**config.mk**
```make
export PLATFORM = sky130hd
export DESIGN_NAME = multi_interval_tick_timer
export DESIGN_NICKNAME = d
export VERILOG_FILES = /design/src/design/mitt_pkg.sv /design/src/design/multi_interval_tick_timer.sv
export SDC_FILE = /design/constraint.sdc
export NUM_CORES = 1
export LEC_CHECK = 0
export BUFFER_PORTS_ARGS = -buffer_cell sky130_fd_sc_hd__buf_2
export CAP_MARGIN = 0
export CORE_AREA = 2 2 194 196
export DETAILED_ROUTE_END_ITERATION = 12
export DIE_AREA = 0 0 196 198
export PLACE_DENSITY = 0.58
export RECOVER_POWER = 50
export SYNTH_ARGS = -nofsm -noshare
export SYNTH_HDL_FRONTEND = slang
export SYNTH_SLANG_ARGS = --single-unit
export TNS_END_PERCENT = 30
```
**constraint.sdc**
```tcl
create_clock -name clk -period 5.6 [get_ports clk]
set_input_delay 1.12 -clock clk [delete_from_list [all_inputs] [get_ports clk]]
set_output_delay 1.12 -clock clk [all_outputs]
set_load 0.02 [all_outputs]
```
**src/design/mitt_pkg.sv**
```systemverilog
// Shared types, constants and the base/wrap counter step for the interval timer.
package mitt_pkg;

    localparam int unsigned BASE_W       = 14;
    localparam int unsigned LONG_W       = 13;
    localparam int unsigned SHORT_W      = 8;
    localparam int unsigned WINDOW_W     = 16;
    localparam int unsigned EVENTS_W     = 8;
    localparam int unsigned HOLD_W       = 4;
    localparam int unsigned START_W      = 4;
    localparam int unsigned CFG_DATA_W   = 14;
    localparam int unsigned CFG_INDEX_W  = 3;

    localparam logic [BASE_W-1:0]   BASE_PERIOD_RST     = 14'd12000;
    localparam logic [LONG_W-1:0]   LONG_LIMIT_RST      = 13'd4320;
    localparam logic [SHORT_W-1:0]  MEDIUM_LIMIT_RST    = 8'd30;
    localparam logic [SHORT_W-1:0]  SHORT_LIMIT_RST     = 8'd10;
    localparam logic [EVENTS_W-1:0] ALARM_THRESHOLD_RST = 8'd20;
    localparam logic [SHORT_W-1:0]  COMP_STEP_RST       = 8'd40;

    localparam logic [HOLD_W-1:0]   HOLD_RELEASE = 4'd3;
    localparam logic [HOLD_W-1:0]   HOLD_MAX     = 4'd15;
    localparam logic [HOLD_W-1:0]   HOLD_PRESET  = 4'd5;
    localparam logic [EVENTS_W-1:0] EVENTS_MAX   = 8'd255;

    localparam logic OP_TICK       = 1'b0;
    localparam logic OP_COMPENSATE = 1'b1;

    localparam logic [CFG_INDEX_W-1:0] REG_BASE_PERIOD     = 3'd0;
    localparam logic [CFG_INDEX_W-1:0] REG_LONG_LIMIT      = 3'd1;
    localparam logic [CFG_INDEX_W-1:0] REG_MEDIUM_LIMIT    = 3'd2;
    localparam logic [CFG_INDEX_W-1:0] REG_SHORT_LIMIT     = 3'd3;
    localparam logic [CFG_INDEX_W-1:0] REG_ALARM_THRESHOLD = 3'd4;
    localparam logic [CFG_INDEX_W-1:0] REG_COMP_STEP       = 3'd5;

    typedef struct packed {
        logic [BASE_W-1:0] base;
        logic [LONG_W-1:0] wraps;
        logic              pulse;
    } pair_step_t;

    // One step of a base/wrap counter pair. Narrower wrap counters are
    // zero-extended by the caller; their result always fits back.
    function automatic pair_step_t advance_pair(
        input logic [BASE_W-1:0]  base,
        input logic [LONG_W-1:0]  wraps,
        input logic [LONG_W-1:0]  limit,
        input logic [SHORT_W-1:0] add,
        input logic               tick,
        input logic [BASE_W-1:0]  period
    );
        logic [BASE_W:0] sum;
        logic [LONG_W:0] wraps_inc;
        pair_step_t      res;
        sum       = {1'b0, base} + {{(BASE_W + 1 - SHORT_W){1'b0}}, add};
        wraps_inc = {1'b0, wraps} + {{LONG_W{1'b0}}, 1'b1};
        res.wraps = wraps;
        res.pulse = 1'b0;
        if (sum > {1'b0, period}) begin
            if (tick) begin
                sum = '0;
            end
            else begin
                sum = sum - {1'b0, period};
            end
            if (wraps_inc > {1'b0, limit}) begin
                res.wraps = '0;
                res.pulse = 1'b1;
            end
            else begin
                res.wraps = wraps_inc[LONG_W-1:0];
            end
        end
        res.base = sum[BASE_W-1:0];
        return res;
    endfunction

endpackage

```
**src/design/multi_interval_tick_timer.sv**
```systemverilog
// Top level of the multi-interval tick timer: input register, update logic, result register.
// The timer takes one beat per clock cycle while item_stall is low and returns one result beat
// per input beat, in order. An accepted beat first lands in an input register; once the
// result register is empty or its beat is being taken, a single pass of counter logic
// updates all timer state and loads the result register. That result register is the only
// buffering on the output side, so while a result waits under result_stall the input
// register still holds one more beat, and item_stall rises only when both are full.
// Configuration writes take effect at once and are meant for idle periods only.
module multi_interval_tick_timer #(
    parameter int unsigned SENSOR_CHANNELS = 4
) (
    input  logic                                 clk,
    input  logic                                 rst_n,
    // Configuration write port.
    input  logic                                 cfg_write,
    input  logic [mitt_pkg::CFG_INDEX_W-1:0]     cfg_index,
    input  logic [mitt_pkg::CFG_DATA_W-1:0]      cfg_data,
    // Input channel.
    input  logic                                 item_valid,
    output logic                                 item_stall,
    input  logic                                 opcode,
    input  logic                                 power_down,
    input  logic                                 charging,
    input  logic                                 alarm_event,
    input  logic [mitt_pkg::START_W-1:0]         sensor_start,
    // Result channel.
    output logic                                 result_valid,
    input  logic                                 result_stall,
    output logic                                 long_elapsed,
    output logic                                 medium_elapsed,
    output logic                                 short_elapsed,
    output logic                                 window_done,
    output logic                                 battery_alarm,
    output logic [mitt_pkg::START_W-1:0]         sensor_release
);
    import mitt_pkg::*;

    // ------------------------------------------------------------------
    // Configuration registers.
    // ------------------------------------------------------------------
    logic [BASE_W-1:0]   base_period_reg;
    logic [LONG_W-1:0]   long_limit_reg;
    logic [SHORT_W-1:0]  medium_limit_reg;
    logic [SHORT_W-1:0]  short_limit_reg;
    logic [EVENTS_W-1:0] alarm_threshold_reg;
    logic [SHORT_W-1:0]  comp_step_reg;

    always_ff @(posedge clk or negedge rst_n)
    begin
        if (!rst_n)
        begin
            base_period_reg     <= BASE_PERIOD_RST;
            long_limit_reg      <= LONG_LIMIT_RST;
            medium_limit_reg    <= MEDIUM_LIMIT_RST;
            short_limit_reg     <= SHORT_LIMIT_RST;
            alarm_threshold_reg <= ALARM_THRESHOLD_RST;
            comp_step_reg       <= COMP_STEP_RST;
        end
        else if (cfg_write)
        begin
            case (cfg_index)
                REG_BASE_PERIOD:     base_period_reg     <= cfg_data;
                REG_LONG_LIMIT:      long_limit_reg      <= cfg_data[LONG_W-1:0];
                REG_MEDIUM_LIMIT:    medium_limit_reg    <= cfg_data[SHORT_W-1:0];
                REG_SHORT_LIMIT:     short_limit_reg     <= cfg_data[SHORT_W-1:0];
                REG_ALARM_THRESHOLD: alarm_threshold_reg <= cfg_data[EVENTS_W-1:0];
                REG_COMP_STEP:       comp_step_reg       <= cfg_data[SHORT_W-1:0];
                default:             ;
            endcase
        end
    end

    // ------------------------------------------------------------------
    // Handshake control. The input register moves forward whenever the
    // result register is empty or its beat is being taken.
    // ------------------------------------------------------------------
    logic s1_valid_reg;
    logic result_valid_reg;
    logic s1_advance;
    logic s1_fire;
    logic item_take;

    assign s1_advance = !result_valid_reg || !result_stall;
    assign s1_fire    = s1_valid_reg && s1_advance;
    assign item_stall = s1_valid_reg && !s1_advance;
    assign item_take  = item_valid && !item_stall;

    always_ff @(posedge clk or negedge rst_n)
    begin
        if (!rst_n)
        begin
            s1_valid_reg     <= 1'b0;
            result_valid_reg <= 1'b0;
        end
        else
        begin
            if (s1_advance)
            begin
                result_valid_reg <= s1_valid_reg;
            end
            if (item_take)
            begin
                s1_valid_reg <= 1'b1;
            end
            else if (s1_advance)
            begin
                s1_valid_reg <= 1'b0;
            end
        end
    end

    // Input payload register; no reset needed.
    logic               s1_opcode_reg;
    logic               s1_power_down_reg;
    logic               s1_charging_reg;
    logic               s1_alarm_event_reg;
    logic [START_W-1:0] s1_sensor_start_reg;

    always_ff @(posedge clk)
    begin
        if (item_take)
        begin
            s1_opcode_reg       <= opcode;
            s1_power_down_reg   <= power_down;
            s1_charging_reg     <= charging;
            s1_alarm_event_reg  <= alarm_event;
            s1_sensor_start_reg <= sensor_start;
        end
    end

    // ------------------------------------------------------------------
    // Timer state.
    // ------------------------------------------------------------------
    logic [BASE_W-1:0]   long_base_reg,   long_base_next;
    logic [LONG_W-1:0]   long_wraps_reg,  long_wraps_next;
    logic [BASE_W-1:0]   medium_base_reg, medium_base_next;
    logic [SHORT_W-1:0]  medium_wraps_reg, medium_wraps_next;
    logic [BASE_W-1:0]   short_base_reg,  short_base_next;
    logic [SHORT_W-1:0]  short_wraps_reg, short_wraps_next;
    logic [WINDOW_W-1:0] window_count_reg, window_count_next;
    logic [EVENTS_W-1:0] alarm_events_reg, alarm_events_next;
    logic                alarm_level_reg, alarm_level_next;
    logic [HOLD_W-1:0]   hold_reg  [SENSOR_CHANNELS];
    logic [HOLD_W-1:0]   hold_next [SENSOR_CHANNELS];

    // Result bits produced by the pass.
    logic               long_pulse_next;
    logic               medium_pulse_next;
    logic               short_pulse_next;
    logic               window_done_next;
    logic [START_W-1:0] release_next;

    logic is_tick;
    logic is_comp;
    assign is_comp = (s1_opcode_reg == OP_COMPENSATE);
    assign is_tick = (s1_opcode_reg == OP_TICK) && !s1_power_down_reg;

    // Base/wrap pairs. A compensate beat adds the configured step and wraps
    // by subtraction; a running tick adds one and wraps to zero.
    pair_step_t         long_step;
    pair_step_t         medium_step;
    pair_step_t         short_step;
    logic [SHORT_W-1:0] pair_add;

    assign pair_add = is_comp ? comp_step_reg : {{(SHORT_W - 1){1'b0}}, 1'b1};

    always_comb
    begin
        long_step   = advance_pair(long_base_reg, long_wraps_reg, long_limit_reg,
                                   pair_add, !is_comp, base_period_reg);
        medium_step = advance_pair(medium_base_reg,
                                   {{(LONG_W - SHORT_W){1'b0}}, medium_wraps_reg},
                                   {{(LONG_W - SHORT_W){1'b0}}, medium_limit_reg},
                                   pair_add, !is_comp, base_period_reg);
        short_step  = advance_pair(short_base_reg,
                                   {{(LONG_W - SHORT_W){1'b0}}, short_wraps_reg},
                                   {{(LONG_W - SHORT_W){1'b0}}, short_limit_reg},
                                   pair_add, !is_comp, base_period_reg);
    end

    always_comb
    begin
        long_base_next    = long_base_reg;
        long_wraps_next   = long_wraps_reg;
        medium_base_next  = medium_base_reg;
        medium_wraps_next = medium_wraps_reg;
        short_base_next   = short_base_reg;
        short_wraps_next  = short_wraps_reg;
        long_pulse_next   = 1'b0;
        medium_pulse_next = 1'b0;
        short_pulse_next  = 1'b0;
        if (is_comp || is_tick)
        begin
            long_base_next    = long_step.base;
            long_wraps_next   = long_step.wraps;
            long_pulse_next   = long_step.pulse;
            medium_base_next  = medium_step.base;
            medium_wraps_next = medium_step.wraps[SHORT_W-1:0];
            medium_pulse_next = medium_step.pulse;
            short_base_next   = short_step.base;
            short_wraps_next  = short_step.wraps[SHORT_W-1:0];
            short_pulse_next  = short_step.pulse;
        end
    end

    // Charging window and battery alarm. The event of this beat is counted
    // before the window end is evaluated, even while powered down.
    logic [EVENTS_W-1:0] events_bumped;
    logic [WINDOW_W:0]   window_inc;

    assign events_bumped = (s1_alarm_event_reg && (alarm_events_reg < EVENTS_MAX))
                           ? alarm_events_reg + {{(EVENTS_W - 1){1'b0}}, 1'b1}
                           : alarm_events_reg;
    assign window_inc    = {1'b0, window_count_reg} + {{WINDOW_W{1'b0}}, 1'b1};

    always_comb
    begin
        window_count_next = window_count_reg;
        alarm_events_next = events_bumped;
        alarm_level_next  = alarm_level_reg;
        window_done_next  = 1'b0;
        if (is_comp && s1_charging_reg)
        begin
            // No end-of-window check here; the count simply rolls over.
            window_count_next = window_count_reg
                                + {{(WINDOW_W - SHORT_W){1'b0}}, comp_step_reg};
        end
        else if (is_tick && s1_charging_reg)
        begin
            if (window_inc > {{(WINDOW_W + 1 - BASE_W){1'b0}}, base_period_reg})
            begin
                window_count_next = '0;
                window_done_next  = 1'b1;
                alarm_level_next  = (events_bumped > alarm_threshold_reg);
                alarm_events_next = '0;
            end
            else
            begin
                window_count_next = window_inc[WINDOW_W-1:0];
            end
        end
    end

    // Sensor hold counters. Only the first four channels see a start bit or
    // drive a release bit; any further channels just count.
    logic [SENSOR_CHANNELS-1:0] rel_ch;

    for (genvar g = 0; g < SENSOR_CHANNELS; g++)
    begin : g_hold
        logic start_hit;
        logic [HOLD_W-1:0] cleared;

        if (g < START_W)
        begin : g_start
            assign start_hit = s1_sensor_start_reg[g];
        end
        else
        begin : g_nostart
            assign start_hit = 1'b0;
        end

        assign cleared = start_hit ? '0 : hold_reg[g];

        always_comb
        begin
            hold_next[g] = cleared;
            rel_ch[g]    = 1'b0;
            if (is_comp)
            begin
                hold_next[g] = HOLD_PRESET;
            end
            else if (is_tick)
            begin
                if (cleared < HOLD_MAX)
                begin
                    hold_next[g] = cleared + {{(HOLD_W - 1){1'b0}}, 1'b1};
                end
                rel_ch[g] = (hold_next[g] > HOLD_RELEASE);
            end
        end
    end

    for (genvar k = 0; k < START_W; k++)
    begin : g_release
        if (k < SENSOR_CHANNELS)
        begin : g_live
            assign release_next[k] = rel_ch[k];
        end
        else
        begin : g_absent
            assign release_next[k] = 1'b0;
        end
    end

    // State registers, written when the input register hands its beat on.
    always_ff @(posedge clk or negedge rst_n)
    begin
        if (!rst_n)
        begin
            long_base_reg    <= '0;
            long_wraps_reg   <= '0;
            medium_base_reg  <= '0;
            medium_wraps_reg <= '0;
            short_base_reg   <= '0;
            short_wraps_reg  <= '0;
            window_count_reg <= '0;
            alarm_events_reg <= '0;
            alarm_level_reg  <= 1'b0;
            for (int i = 0; i < SENSOR_CHANNELS; i++)
            begin
                hold_reg[i] <= '0;
            end
        end
        else if (s1_fire)
        begin
            long_base_reg    <= long_base_next;
            long_wraps_reg   <= long_wraps_next;
            medium_base_reg  <= medium_base_next;
            medium_wraps_reg <= medium_wraps_next;
            short_base_reg   <= short_base_next;
            short_wraps_reg  <= short_wraps_next;
            window_count_reg <= window_count_next;
            alarm_events_reg <= alarm_events_next;
            alarm_level_reg  <= alarm_level_next;
            for (int i = 0; i < SENSOR_CHANNELS; i++)
            begin
                hold_reg[i] <= hold_next[i];
            end
        end
    end

    // ------------------------------------------------------------------
    // Result register.
    // ------------------------------------------------------------------
    logic               long_elapsed_reg;
    logic               medium_elapsed_reg;
    logic               short_elapsed_reg;
    logic               window_done_reg;
    logic               battery_alarm_reg;
    logic [START_W-1:0] sensor_release_reg;

    always_ff @(posedge clk)
    begin
        if (s1_fire)
        begin
            long_elapsed_reg   <= long_pulse_next;
            medium_elapsed_reg <= medium_pulse_next;
            short_elapsed_reg  <= short_pulse_next;
            window_done_reg    <= window_done_next;
            battery_alarm_reg  <= alarm_level_next;
            sensor_release_reg <= release_next;
        end
    end

    assign result_valid   = result_valid_reg;
    assign long_elapsed   = long_elapsed_reg;
    assign medium_elapsed = medium_elapsed_reg;
    assign short_elapsed  = short_elapsed_reg;
    assign window_done    = window_done_reg;
    assign battery_alarm  = battery_alarm_reg;
    assign sensor_release = sensor_release_reg;

    // ------------------------------------------------------------------
    // Assertions.
    // ------------------------------------------------------------------

    // A powered-down tick leaves every pulse and release bit low.
    a_power_down_quiet: assert property (@(posedge clk) disable iff (!rst_n)
        (s1_fire && (s1_opcode_reg == OP_TICK) && s1_power_down_reg) |=>
        (!long_elapsed && !medium_elapsed && !short_elapsed && !window_done &&
         (sensor_release == '0)))
        else $error("powered-down tick produced a pulse");

    // A compensate beat never ends the window and never releases a channel.
    a_comp_no_release: assert property (@(posedge clk) disable iff (!rst_n)
        (s1_fire && (s1_opcode_reg == OP_COMPENSATE)) |=>
        (!window_done && (sensor_release == '0)))
        else $error("compensate beat released a channel or ended the window");

    // The event count restarts whenever a window ends.
    a_window_restart: assert property (@(posedge clk) disable iff (!rst_n)
        (s1_fire && window_done_next) |=>
        ((alarm_events_reg == '0) && (window_count_reg == '0)))
        else $error("alarm window did not restart");

    // The battery alarm level changes only at a window end.
    a_alarm_stable: assert property (@(posedge clk) disable iff (!rst_n)
        (s1_fire && !window_done_next) |=> $stable(alarm_level_reg))
        else $error("battery alarm changed outside a window end");

    // The input side only stalls while the input register holds a beat.
    a_stall_full: assert property (@(posedge clk) disable iff (!rst_n)
        item_stall |-> (s1_valid_reg && result_valid_reg))
        else $error("input stalled with free buffering");

endmodule

```
==> run metrics <==
H-tree depth 4; Power Dens Cells 515 mW/mm2; #FFs+latches synth 190; hpwl dp 29,500 um; post-synthesis instance area 0.0145 mm2; CTS buffer count 17; Period minus WS final 5.28 ns; Port-buffer cells 40; Slew @ Worst Pin 3.86 ns; Most used DFF post-synth dfrtp_1; Worst Skew 0.00965 ns; antenna viol nets, final 0; mean area per synthesized cell 8.50 um2; vias per cell 5.80; clk slew on worst S/H paths 0.08 ns; Critical Path End Type flip-flop; dominant cell by count in the synthesized netlist nand2_1; Sink Count 190; CP Launch Type flip-flop; vias in the first global route 12.3k; MaxCap Viol Count 2; ant diodes 0; core area 0.0370 mm2; top cells by count, synth nand2_1, o21ai_0, dfrtp_1, ha_1, inv_1; Seq/Total Area, Yosys 0.336; Cells after Synth 1,705; synth top area cells dfrtp_1, ha_1, o21ai_0, xnor2_1, nand2_1; via count 12.8k; Synth top area share 0.262; Die ar. 0.0388 mm2; Synth async-reset ratio 0.911; Core Rows 71; Die X 196 um; status finished, violations left; drt pass-1 iters 6; DRC Markers 0; Die Y 198 um; Net Count, Synth 1,861; CTS tree done; Worst VDD drop 0.202 mV; synth warn 0; Arr. time, crit path 5.60 ns; first-pass GRT wire length 66,600 um; Final nets 1,884; end-of-flow core utilization 0.428; fraction of layout cells with a size suffix above 1 0.0965; WL final 41,500 um; GR Util All Layers 0.218; normalized max-slew margin -1.57; Slew Limit Fails 108; Max Freq 189 MHz; Worst EP required 5.92 ns; Ports 41; worst-skew pair later-pin latency 0.45 ns; Starting DRT DRC Count 941; GP Congestion 0.899; Yosys top cell by area dfrtp_1; starting density of the core 0.392; DR WL/cell 18.7 um; final setup violation count 0; Post-synth EDFFs 17; hold buffers post-CTS 0; Clk Tree Root Cell clkbuf_16; initial antenna violation count 0; Worst Path Max Fanout 10; final period utilization 0.943; Distinct cells, synth 80; Synth-to-Final Area Change 9.16%; LEAKAGE 6.78 nW; GR Overflow Total 0; worst hold margin 0.481 ns; CTS Buffer Depth 2; failing checks max-capacitance violations, max-slew violations; critical path class reg -> reg; Hold Fails Final Rpt 0; largest net degree at the start of global routing 103; # Post-CTS Setup Buffers 0; Hold Crit Class reg -> reg
[repair_timing]
item | in CTS | in global routing
hold endpoints to repair | 0 | 0
resized for setup | 0 | 9
setup endpoints to repair | 0 | 62
[layer usage]
metal,share of wire,vias up,GRT usage
met5,0,-,0
met3,0.045,65,0.0330
met1,0.47,6253,0.296
met4,0.025,0,0.0710
li1,-,6219,-
met2,0.46,304,0.357
[layout make-up]
| class | instances | area, um2 |
|---|---|---|
| Fill cell | 3724 | 21100 |
| Multi-Input combinational cell | 1345 | 9020 |
| Sequential cell | 190 | 4870 |
| Tap cell | 474 | 593 |
| Timing Repair Buffer | 73 | 430 |
| Clock buffer | 18 | 429 |
| Inverter | 101 | 379 |
| Clock inverter | 14 | 108 |
[worst paths after layout]
path                                             to  slack (ns)  cells past startpoint    startpoint
worst max-delay path             long_wraps_reg[11]        0.32                     20       is_comp
worst min-delay path                   hold_reg[13]        0.48                      1  hold_reg[13]
worst max register to register   long_wraps_reg[11]        0.32                     20       is_comp
worst min register to register         hold_reg[13]        0.48                      1  hold_reg[13]
max in group asynchronous       alarm_events_reg[4]        1.04                      2         rst_n
min in group asynchronous        short_wraps_reg[6]        2.21                      1         rst_n
[metrics by stage]
step           cell area [um2]  power (mW)  setup WS, ns  std cells  setup TNS [ns]
2_1_floorplan            14500        5.72        0.0835       1705               0
3_3_place_gp             15300        6.79         0.162       2183               0
3_5_place_dp             15300        6.87         0.130       2183               0
4_1_cts                  15900        8.09        0.0122       2215               0
5_1_grt                  15800        8.82      -0.00702       2215         -0.0155
6_report                 15800        8.14         0.319       2215               0
[placed cells by master, fill, tap and decap left out, types with 7 or more instances in the layout]
cell type and count:
o21ai_0 179, a221o_1 11, and2_1 17, nand2_1 187, dfstp_2 21, a21oi_1 86
nand3_1 70, o211ai_1 15, a31oi_1 22, nor4_1 19, nor3_1 43, o21a_1 10
o22ai_1 11, clkbuf_1 10, nand2b_1 27, nor2b_1 37, xor2_1 38, mux2i_1 9
nor2_1 85, edfxtp_1 17, clkbuf_16 17, or2_2 7, o221ai_1 9, mux2_2 24
a21o_1 29, inv_1 100, buf_4 26, o31ai_1 17, dfrtp_1 152, buf_2 36
or3_1 10, a211oi_1 9, o31a_1 7, and3_1 27, xnor2_1 83, nand4_1 24
ha_1 122
[logic make-up (layout without fill, tap and decap cells)]
family,after synthesis,in the layout,share of synthesized area
simple gates,582,582,0.198
compound gates,481,481,0.210
flops,190,190,0.336
buf+inv,170,206,0.0460
fa+ha+maj,128,128,0.112
xor+xnor,121,121,0.0731
mux,33,33,0.0249
[critical path, stage by stage, from the launching register on]
cell and delay (ns):
edfxtp_1 0.44, nand2b_1 0.19, ha_1 0.30, ha_1 0.25
nand3_1 0.09, a221o_1 0.40, o31ai_1 0.26, nand2_1 0.10
a311o_1 0.41, nor2_1 0.16, xor2_1 0.22, ha_1 0.34
and3_1 0.24, a221oi_2 0.32, nand2_1 0.11, a2bb2oi_1 0.18
o21ai_2 0.22, o21a_2 0.26, buf_4 0.20, nand2b_1 0.30
o21ai_0 0.16
[report_power, final]
| part | switching (mW) | internal [mW] |
|---|---|---|
| Combinational | 2.75 | 2.01 |
| Clock | 0.601 | 0.578 |
| Sequential | 0.439 | 1.76 |
| Total | 3.79 | 4.35 |
No activity file was read; power rests on OpenSTA's default activity.
